`src/rtl/mmeq_pkg.sv`:
```
// package for the min/max extract queue: sizes, codes and the cell link types
// used by mmeq_cell, mmeq_max_tree and min_max_extract_queue
// no dependencies
package mmeq_pkg;

  localparam int CAPACITY = 256;
  localparam int VAL_W    = 31;
  localparam int TOT_W    = 63;
  localparam int GROUP    = 16;
  localparam int NGROUPS  = (CAPACITY + GROUP - 1) / GROUP;

  localparam logic [TOT_W-1:0] TOT_MAX = {TOT_W{1'b1}};

  typedef enum logic [1:0] {
    ST_OK    = 2'd0,
    ST_FULL  = 2'd1,
    ST_SHORT = 2'd2
  } status_t;

  typedef enum logic {
    REQ_INSERT = 1'b0,
    REQ_CLOSE  = 1'b1
  } req_t;

  typedef enum logic [1:0] {
    S_IDLE,
    S_WAIT,
    S_TAKE
  } fsm_t;

  typedef struct packed {
    logic             valid;
    logic             gt;
    logic [VAL_W-1:0] val;
  } link_t;

  typedef struct packed {
    logic             ins;
    logic             rem;
    logic [VAL_W-1:0] val;
  } cell_ctl_t;

endpackage

```
`src/rtl/mmeq_cell.sv`:
```
// one cell of the sorted chain: holds one entry, shifts up on insert,
// shifts down on close; depends on mmeq_pkg
module mmeq_cell import mmeq_pkg::*; (
  input  logic             clk,
  input  logic             rst,
  input  cell_ctl_t        ctl,
  input  link_t            dn,
  input  link_t            up,
  input  logic             up2_valid,
  output link_t            self,
  output logic [VAL_W-1:0] top_val
);

  logic             valid;
  logic             valid_next;
  logic [VAL_W-1:0] data;
  logic [VAL_W-1:0] data_next;
  logic             gt;

  assign gt      = valid && (data > ctl.val);
  assign self    = '{valid: valid, gt: gt, val: data};
  assign top_val = (valid && !up.valid) ? data : '0;

  always_comb begin
    data_next  = data;
    valid_next = valid;
    priority if (ctl.rem) begin
      data_next  = up.val;
      valid_next = up2_valid;
    end else if (ctl.ins) begin
      valid_next = valid || dn.valid;
      if (dn.gt) begin
        data_next = dn.val;
      end else if (gt || !valid) begin
        data_next = ctl.val;
      end
    end else begin
      data_next  = data;
      valid_next = valid;
    end
  end

  always_ff @(posedge clk) begin
    if (rst) begin
      valid <= 1'b0;
    end else begin
      valid <= valid_next;
    end
  end

  always_ff @(posedge clk) begin
    data <= data_next;
  end

endmodule

```
`config.mk`:
```
export PLATFORM = sky130hd
export DESIGN_NAME = mmeq_cell
export DESIGN_NICKNAME = d
export VERILOG_FILES = /design/src/rtl/mmeq_pkg.sv /design/src/rtl/mmeq_cell.sv
export SDC_FILE = /design/constraint.sdc
export NUM_CORES = 1
export LEC_CHECK = 0
export CORE_MARGIN = 10
export CORE_UTILIZATION = 42
export CTS_BUF_LIST = sky130_fd_sc_hd__clkbuf_8
export CTS_CLUSTER_SIZE = 28
export DETAILED_ROUTE_END_ITERATION = 8
export DONT_BUFFER_PORTS = 1
export PLACE_DENSITY_LB_ADDON = 0.08
export SKIP_LAST_GASP = 1
export SLEW_MARGIN = 20
export SYNTH_ARGS = -nofsm -noshare
export SYNTH_HDL_FRONTEND = slang
export SYNTH_SLANG_ARGS = --single-unit
```
`constraint.sdc`:
```
create_clock -name clk -period 3.6 [get_ports clk]
set_input_delay 0.72 -clock clk [delete_from_list [all_inputs] [get_ports clk]]
set_output_delay 0.72 -clock clk [all_outputs]
set_load 0.01 [all_outputs]
```
==> results of run 1 <==
[final cells by class]
type                    instances  area [µm²]
multi-input cells             209        1510
fillers                       612        3250
well taps                      75        93.8
clock buffers                   5        68.8
flip-flops and latches         32         951
repair buffers                  3        22.5
inverters                      32         120
clock inverters                 3        11.3
[worst max-delay path, stage by stage (launching register included)]
cell and delay [ns]:
edfxtp_1 0.47, ha_1 0.35, a21o_1 0.17, a221o_1 0.35
o211ai_2 0.13, nand3_1 0.12, or4b_4 0.54, and4_1 0.24
[state kept, by name, summed over array words and instances, names as in the netlist]
signal	cells
data	31
valid	1
[power groups by stage]
stage                     clock network, mW  registers [mW]  logic (mW)
after floorplan                           0           0.517       0.176
after global placement                    0           0.536       0.198
after detailed placement                  0           0.537       0.200
after CTS                             0.269           0.529       0.201
after global routing                  0.285           0.533       0.233
final                                 0.258           0.526       0.196
[placed cells by master (no fill, tap or decap), types with 3 or more instances in the layout]
| cell type | count |
|---|---|
| inv_1 | 34 |
| buf_4 | 3 |
| mux2i_1 | 31 |
| nand4_1 | 3 |
| and4_1 | 5 |
| clkbuf_8 | 5 |
| nor2_1 | 4 |
| a21o_1 | 4 |
| a21oi_1 | 11 |
| and2_1 | 31 |
| nand3_1 | 4 |
| nand2_1 | 35 |
| edfxtp_1 | 31 |
| o21ai_0 | 34 |
| ha_1 | 31 |
[logic make-up (layout without fill, tap and decap cells)]
family | after synthesis | in the layout
buffers and inverters | 48 | 43
AO/OA/AOI/OAI | 56 | 56
AND/OR/NAND/NOR | 91 | 91
flip-flops | 32 | 32
multiplexers | 31 | 31
adder cells (fa/ha/maj) | 31 | 31
[path summary, 6_finish.rpt]
check / to / slack [ns] / startpoint / depth (start not counted)
setup / recovery: self[31] / 0.24 / data[24]$_DFFE_PP_ / 7
hold / removal: valid$_SDFFE_PP0P_ / 0.51 / rst / 1
setup reg to reg: data[17]$_DFFE_PP_ / 0.72 / data[24]$_DFFE_PP_ / 8
hold reg to reg: valid$_SDFFE_PP0P_ / 0.79 / valid$_SDFFE_PP0P_ / 4
[per-stage QoR]
stage,total power [mW],utilization [%],cell area (µm²),hold WS (ns)
after floorplan,0.693,-,2650,0.600
after global placement,0.734,44.8,2700,0.783
after detailed placement,0.737,44.8,2700,0.781
after CTS,0.999,46.1,2780,0.497
after global routing,1.05,46.1,2780,0.487
final,0.980,46.1,2780,0.506
[per-layer routing]
layer	track usage [%]	vias up	share of wire, %
li1	-	997	-
met1	16.8	903	41
met2	25.0	92	49
met3	6.09	2	9.9
met4	2.65	0	0.37
met5	0	-	0
==> summary.txt, run 1 <==
Placement
  – # port buffers: 0
  – Inst Count DP: 351
  – Detail Placement HPWL: 6070 µm
  – Routability cong.: 0.737
  – Pre-CTS worst setup slack: 0.251 ns

Clocking
  – Level count of the clock H-tree: 2
  – Cells resized by post-CTS repair: 0
  – Clock Latency Late Sink: 0.27 ns
  – Clock Pin Slew Worst Setup and Hold Paths: 0.07 ns
  – Root Buffer Master: clkbuf_8
  – Clk sink count: 32
  – Hold buffers post-CTS: 0
  – Post-CTS Setup Inserts: 0
  – Number of buffers added by the clock tree synthesis step: 5
  – TritonCTS clock tree: built
  – Buffers from clock root to sink, at most: 2

STA
  – Clock skew after layout: 0.00406 ns
  – Post-route setup slack: 0.244 ns
  – TNS Setup: 0 ns
  – Count of endpoints failing hold in the final timing report: 0
  – Final number of max-transition violations: 0
  – Post-route fraction of the period consumed by the critical path: 93.2%
  – Min Clock Period, post-route: 3.36 ns
  – RSZ-0062 raised after global routing: false
  – Worst slew margin: 78.0%
  – Total of endpoints with negative setup slack in the final report: 0
  – Highest achievable clock rate: 0.298 GHz
  – Actual transition at the worst max-transition pin: 0.331 ns

Cells and area
  – Number of antenna cells inserted: 0
  – Area Overhead vs Synth: 4.96%
  – Share of cells above drive strength 1: 4.23%
  – Final #Nets: 416
  – Non-filler instance count after layout: 359

Routing
  – First-pass detailed-route iteration total: 4
  – Final wirelength: 7470 µm
  – Per-cell routed wire length: 20.8 µm
  – Detailed-route vias per instance: 5.55
  – DR iter-0 viols: 43
  – Vias post-DR: 1994
  – Total DRC errors in the routed layout: 0
  – Post-DRT Antenna Nets: 0

Floorplan
  – Y dimension of the die: 99.4 µm
  – X dimension of the die: 99.4 µm
  – CORE AREA: 6030 µm²
  – Top-level port count: 166
  – Starting Density: 43.9%
  – Placement row count: 28
  – Die area: 9880 µm²

Yosys
  – Area fraction in compound gates after synthesis: 12.1%
  – Synth Cell Area: 2650 µm²
  – Share of synthesized cell area in full adder, half adder and majority cells: 14.7%
  – Parity-gate share of the synthesized area counting xor and xnor cells: 0%
  – Multiplexer share of the synthesized area: 11.7%
  – Post-synth EDFFs: 31
  – Count of yosys warnings during synthesis: 0
  – Syn nets: 422
  – Cells after Synth: 289
  – Post-synthesis cell type with the largest combined area: edfxtp_1
  – Biggest area contributors in the synthesized netlist: edfxtp_1 35%, ha_1 15%, mux2i_1 12%
  – Proportion of register bits with asynchronous set or reset after synthesis: 0%
  – Share of the yosys chip area belonging to registers: 35.9%
  – Basic-gate share of the synthesized area counting and, or, nand and nor cells: 18.5%
  – Commonest cells post-synth: 35 x nand2_1, 34 x o21ai_0, 32 x inv_1
  – Post-synthesis cell type count: 32
  – Largest family of logic cells by synthesized area: simple AND/OR/NAND/NOR gates
  – Most common cell in the netlist: nand2_1
  – Area share of the leading cell type in the synthesized netlist: 35.2%
  – Syn Area/Cell: 9.16 µm²
  – Synthesis-stage register bit count: 32
  – Ys flop type: edfxtp_1

GRT
  – Number of global-route vias before repair: 2215
  – Total track usage: 14.6%
  – Largest net degree at the start of global routing: 66
  – Total congestion overflow after global routing: 0
  – First-pass GRT wire length: 11900 µm
  – Initial antenna violation count: 0

Worst setup path
  – Arrival time worst endpoint: 2.64 ns
  – Critical path required time: 2.88 ns
  – CP Launch Type: flop
  – Setup CP Type: flop to primary output
  – Largest fanout on the critical path: 3
  – Crit end category: primary output

Power and ir drop
  – Sequential group share of total power: 53.7%
  – Switching power of the nets: 0.293 mW
  – Power per cell area: 353 nW/µm²
  – Gate power share: 20.0%
  – Maximum resistive drop on vdd: 0.212 mV
  – Leak pwr: 1.32 nW
  – Proportion of power drawn by the clock network: 26.3%
  – Switching share of total power: 29.9%
  – Internal power: 0.687 mW

Run status
  – Outcome: finished, final reports clean

Flow run
  – Max-cap violations: 0

Hold path
  – HP Class: input pin to flop
Power figures use the tool's default switching activity.
==> run 2, diff against run 1 <==
Settings changed: REMOVE_ABC_BUFFERS set to 1.
==> summary.txt, run 2 (synthesized netlist as in run 1, its figures left out) <==
Cells and area
  – Area Overhead vs Synth: 5.01% (about the same)
  – Number of antenna cells inserted: 0 (unchanged)
  – Register containing the most flip-flops in the final layout: data
  – Fill count: 598 (-2.3%)
  – Number of flip-flops in the largest register: 31 (unchanged)
  – Leading registers by flop count: data (31), valid (1)
  – Commonest non-fill, non-tap cells in the layout: 35 x nand2_1, 34 x inv_1, 34 x o21ai_0
  – Share of cells above drive strength 1: 4.58% (+0.35 points)
  – Most frequent standard cell in the layout excluding fill and tap cells: nand2_1
  – Final #Nets: 416 (unchanged)

Clocking
  – Clock Latency Late Sink: 0.28 ns (about the same)
  – Number of buffers added by the clock tree synthesis step: 5 (unchanged)
  – Buffers from clock root to sink, at most: 2 (unchanged)
  – Post-CTS Setup Inserts: 0 (unchanged)
  – TritonCTS clock tree: built
  – Hold buffers post-CTS: 0 (unchanged)
  – Root Buffer Master: clkbuf_8
  – Clock Pin Slew Worst Setup and Hold Paths: 0.07 ns (about the same)
  – Cells resized by post-CTS repair: 0 (unchanged)
  – Level count of the clock H-tree: 2 (unchanged)
  – Clk sink count: 32 (unchanged)

STA
  – Highest achievable clock rate: 0.297 GHz (-0.35%)
  – Actual transition at the worst max-transition pin: 0.300 ns (-0.0308 ns)
  – Min Clock Period, post-route: 3.37 ns (+0.0119 ns)
  – Clock skew after layout: 0.00462 ns (+0.000561 ns)
  – Worst slew margin: 79.9% (+1.9 points)
  – RSZ-0062 raised after global routing: false
  – Final worst hold slack: 0.508 ns (+0.00197 ns)
  – Total of endpoints with negative setup slack in the final report: 0 (unchanged)
  – TNS Setup: 0 ns (unchanged)
  – Post-route fraction of the period consumed by the critical path: 93.6% (+0.33 points)
  – Final number of max-transition violations: 0 (unchanged)
  – Count of endpoints failing hold in the final timing report: 0 (unchanged)

GRT
  – Number of global-route vias before repair: 2168 (-2.1%)
  – First-pass GRT wire length: 11200 µm (-5.4%)
  – Initial antenna violation count: 0 (unchanged)
  – Total track usage: 13.8% (-0.83 points)
  – Total congestion overflow after global routing: 0 (unchanged)
  – Largest net degree at the start of global routing: 66 (unchanged)

Worst setup path
  – CP Launch Type: flop
  – Start point of the critical path: data[25]$_DFFE_PP_
  – Arrival time worst endpoint: 2.65 ns (about the same)
  – Startpoint of the lowest-slack register-to-register path: data[25]$_DFFE_PP_
  – Setup CP Type: flop to primary output
  – Terminus of the critical flop-to-flop path: data[7]$_DFFE_PP_
  – Cell count of the worst reg-to-reg path: 8 (unchanged)
  – Crit end category: primary output
  – Largest fanout on the critical path: 3 (unchanged)
  – Critical path required time: 2.88 ns (about the same)
  – Register-to-register setup slack: 0.73 ns (about the same)
  – Endpoint of the worst setup timing path: self[31]

Placement
  – # port buffers: 0 (unchanged)
  – Routability cong.: 0.699 (-5.1%)
  – Detail Placement HPWL: 5920 µm (-2.5%)

Floorplan
  – Top-level port count: 166 (unchanged)
  – Y dimension of the die: 99.4 µm (unchanged)
  – Starting Density: 43.9% (unchanged)
  – X dimension of the die: 99.4 µm (unchanged)
  – Die area: 9880 µm² (unchanged)
  – Placement row count: 28 (unchanged)
  – CORE AREA: 6030 µm² (unchanged)

Routing
  – DR iter-0 viols: 62 (+44%)
  – Detailed-route vias per instance: 5.50 (-1.1%)
  – Vias post-DR: 1973 (-1.1%)
  – Post-DRT Antenna Nets: 0 (unchanged)
  – Total DRC errors in the routed layout: 0 (unchanged)
  – Per-cell routed wire length: 20.3 µm (-2.5%)
  – Final wirelength: 7290 µm (-2.5%)
  – First-pass detailed-route iteration total: 4 (unchanged)

Power and ir drop
  – Leak pwr: 1.32 nW (+0.18%)
  – Maximum resistive drop on vdd: 0.176 mV (-17%)
  – Power per cell area: 353 nW/µm² (+0.14%)

Flow run
  – Max-cap violations: 0 (unchanged)

Run status
  – Outcome: finished, final reports clean

Hold path
  – HP Class: input pin to flop
-- run 2: cell counts in the layout (fill, tap and decap cells not counted) --
Identical to the previous run, type by type.
-- run 2: area by class of cell --
cell class | instances | area [µm²] | share of cell area (%)
Sequential cell | 32 | 951 | 34.2
Timing Repair Buffer | 3 | 22.5 | 0.810
Clock inverter | 3 | 12.5 | 0.450
Clock buffer | 5 | 68.8 | 2.48
Tap cell | 75 | 93.8 | 3.38
Multi-Input combinational cell | 209 | 1510 | 54.3
Inverter | 32 | 120 | 4.32
-- run 2: how the worst min path moves through the flow --
stage	start	endpoint	slack (ns)	cells after the start
detailed placement	valid$_SDFFE_PP0P_	valid$_SDFFE_PP0P_	0.78	4
finish	rst	valid$_SDFFE_PP0P_	0.51	1
global placement	valid$_SDFFE_PP0P_	valid$_SDFFE_PP0P_	0.77	4
CTS	rst	valid$_SDFFE_PP0P_	0.49	1
global route	rst	valid$_SDFFE_PP0P_	0.49	1
floorplan	valid$_SDFFE_PP0P_	valid$_SDFFE_PP0P_	0.66	4
-- run 2: critical path, cell delays in order, from the launching register on --
cell	delay, ns
edfxtp_1	0.48
ha_1	0.34
and3_1	0.20
a221o_1	0.32
o211ai_2	0.14
nand3_1	0.11
or4b_4	0.53
and4_1	0.24
-- run 2: power breakdown --
part	switching, mW	internal [mW]
logic	0.102	0.0937
clock network	0.131	0.130
registers	0.0611	0.464
-- run 2: routing by layer --
layer,track usage (%),vias up,share of wire [%],wire length (µm)
met2,22.7,92,48,3510
met3,6.71,6,11,800
li1,-,998,-,-
met5,0,-,0,0
met4,3.20,0,0.93,68
met1,15.7,877,40,2910
-- run 2: per-stage QoR --
| step | total power, mW | area, µm² | setup WS, ns | util (%) | std cells |
|---|---|---|---|---|---|
| after floorplan | 0.675 | 2580 | 0.391 | - | 273 |
| after global placement | 0.732 | 2700 | 0.267 | 44.8 | 351 |
| after detailed placement | 0.735 | 2700 | 0.267 | 44.8 | 351 |
| after CTS | 1.01 | 2780 | 0.197 | 46.1 | 359 |
| after global routing | 1.06 | 2780 | 0.110 | 46.1 | 359 |
| final | 0.981 | 2780 | 0.232 | 46.1 | 359 |
==> run 3, diff against run 2 <==
Settings changed: CORE_UTILIZATION 42 to 40.
==> summary.txt, run 3 (synthesized netlist as in run 1, its figures left out) <==
Floorplan
  – Die area: 10300 µm² (+4.0%)
  – Y dimension of the die: 101 µm (+2.0%)
  – Top-level port count: 166 (unchanged)
  – CORE AREA: 6390 µm² (+6.0%)
  – Placement row count: 29 (+3.6%)
  – Starting Density: 41.4% (-2.5 points)
  – X dimension of the die: 101 µm (+2.0%)

Clocking
  – Level count of the clock H-tree: 2 (unchanged)
  – Number of buffers added by the clock tree synthesis step: 5 (unchanged)
  – Clk sink count: 32 (unchanged)
  – TritonCTS clock tree: built
  – Cells resized by post-CTS repair: 0 (unchanged)
  – Buffers from clock root to sink, at most: 2 (unchanged)
  – Hold buffers post-CTS: 0 (unchanged)
  – Root Buffer Master: clkbuf_8
  – Clock Pin Slew Worst Setup and Hold Paths: 0.07 ns (about the same)
  – Post-CTS Setup Inserts: 0 (unchanged)
  – Clock Latency Late Sink: 0.28 ns (about the same)

Routing
  – Detailed-route vias per instance: 5.48 (-0.35%)
  – First-pass detailed-route iteration total: 4 (unchanged)
  – DR iter-0 viols: 57 (-8.1%)
  – Vias post-DR: 1977 (+0.20%)
  – Per-cell routed wire length: 20.1 µm (-0.92%)
  – Total DRC errors in the routed layout: 0 (unchanged)
  – Post-DRT Antenna Nets: 0 (unchanged)
  – Final wirelength: 7260 µm (-0.37%)

GRT
  – Total congestion overflow after global routing: 0 (unchanged)
  – Initial antenna violation count: 0 (unchanged)
  – Number of global-route vias before repair: 2162 (-0.28%)
  – Total track usage: 13.3% (-0.46 points)
  – First-pass GRT wire length: 11200 µm (about the same)
  – Largest net degree at the start of global routing: 66 (unchanged)

Worst setup path
  – Cell breakdown of the critical path: ha_1 > and3_1 > a221o_1 > o211ai_2 > nand3_1 > or4b_4 > and4_1
  – Critical path required time: 2.88 ns (about the same)
  – Arrival time worst endpoint: 2.64 ns (about the same)
  – Largest fanout on the critical path: 3 (unchanged)
  – Slowest stage cell on the critical path: or4b_4
  – Worst stage delay on the critical path: 0.53 ns (about the same)
  – Crit end category: primary output
  – Setup CP Type: flop to primary output
  – CP Launch Type: flop

STA
  – Post-route fraction of the period consumed by the critical path: 93.4% (-0.19 points)
  – Total of endpoints with negative setup slack in the final report: 0 (unchanged)
  – Worst slew margin: 80.0% (+0.17 points)
  – Actual transition at the worst max-transition pin: 0.300 ns (-0.000235 ns)
  – Final worst hold slack: 0.503 ns (-0.00464 ns)
  – Clock skew after layout: 0.00621 ns (+0.00160 ns)
  – TNS Setup: 0 ns (unchanged)
  – Highest achievable clock rate: 0.298 GHz (+0.21%)
  – Min Clock Period, post-route: 3.36 ns (-0.00691 ns)
  – Final number of max-transition violations: 0 (unchanged)
  – RSZ-0062 raised after global routing: false
  – Count of endpoints failing hold in the final timing report: 0 (unchanged)

Placement
  – Detail Placement HPWL: 5890 µm (-0.47%)
  – Routability cong.: 0.700 (+0.10%)
  – # port buffers: 0 (unchanged)

Power and ir drop
  – Maximum resistive drop on vdd: 0.142 mV (-19%)
  – Power per cell area: 353 nW/µm² (-0.16%)
  – Leak pwr: 1.32 nW (-0.18%)

Cells and area
  – Area Overhead vs Synth: 5.06% (about the same)
  – Most frequent standard cell in the layout excluding fill and tap cells: nand2_1
  – Sequential cell area: 951 µm² (unchanged)
  – Number of flip-flops in the largest register: 31 (unchanged)
  – Register containing the most flip-flops in the final layout: data
  – Share of cells above drive strength 1: 4.23% (-0.35 points)
  – Fill count: 641 (+7.2%)
  – Final #Nets: 416 (unchanged)
  – Area of the multi-input gates: 1510 µm² (unchanged)
  – Leading registers by flop count: data (31), valid (1)
  – Number of antenna cells inserted: 0 (unchanged)
  – Commonest non-fill, non-tap cells in the layout: 35 x nand2_1, 34 x inv_1, 34 x o21ai_0

Run status
  – Outcome: finished, final reports clean

Flow run
  – Max-cap violations: 0 (unchanged)

Hold path
  – HP Class: input pin to flop
[run 3: cell counts in the layout (fill, tap and decap cells not counted)]
No cell type changed its count.
[run 3: metrics by stage]
step                      cell area (µm²)  util, %  worst slack (ns)  total power [mW]  std cells
after global routing                 2780     43.5             0.105              1.06        361
after detailed placement             2700     42.3             0.258             0.737        353
after floorplan                      2580        -             0.391             0.675        273
final                                2780     43.5             0.239             0.980        361
after global placement               2700     42.3             0.262             0.734        353
after CTS                            2780     43.5             0.211              1.00        361
[run 3: report_power, final]
group / switching, mW / total (mW) / internal (mW)
clock: 0.129 / 0.257 / 0.129
sequential: 0.0609 / 0.525 / 0.464
combinational: 0.103 / 0.198 / 0.0944
total: 0.293 / 0.980 / 0.687
[run 3: final timing paths]
| path | from | endpoint | slack [ns] | depth (start not counted) |
|---|---|---|---|---|
| max | data[25]$_DFFE_PP_ | self[31] | 0.24 | 7 |
| min | rst | valid$_SDFFE_PP0P_ | 0.50 | 1 |
| max reg2reg | data[25]$_DFFE_PP_ | data[8]$_DFFE_PP_ | 0.76 | 8 |
| min reg2reg | valid$_SDFFE_PP0P_ | valid$_SDFFE_PP0P_ | 0.77 | 4 |
[run 3: cell type report]
class	count	share of cell area, %
clock buffer	5	2.48
clock inverter	3	0.405
inverter	32	4.32
multi-input combinational	209	54.3
sequential	32	34.2
tap	77	3.47
timing repair buffer	3	0.810
[run 3: per-layer routing]
layer | up-vias | global-route usage, % | share of wire, %
li1 | 994 | - | -
met1 | 888 | 16.2 | 41
met2 | 90 | 21.5 | 47
met3 | 5 | 5.31 | 11
met4 | 0 | 3.22 | 0.80
met5 | - | 0 | 0
[run 3: worst max-delay path: cells and delay by family, from the launching register on]
kind	cells	cell delay, ns
compound gates	2	0.46
flops	1	0.47
fa+ha+maj	1	0.34
simple gates	4	1.09
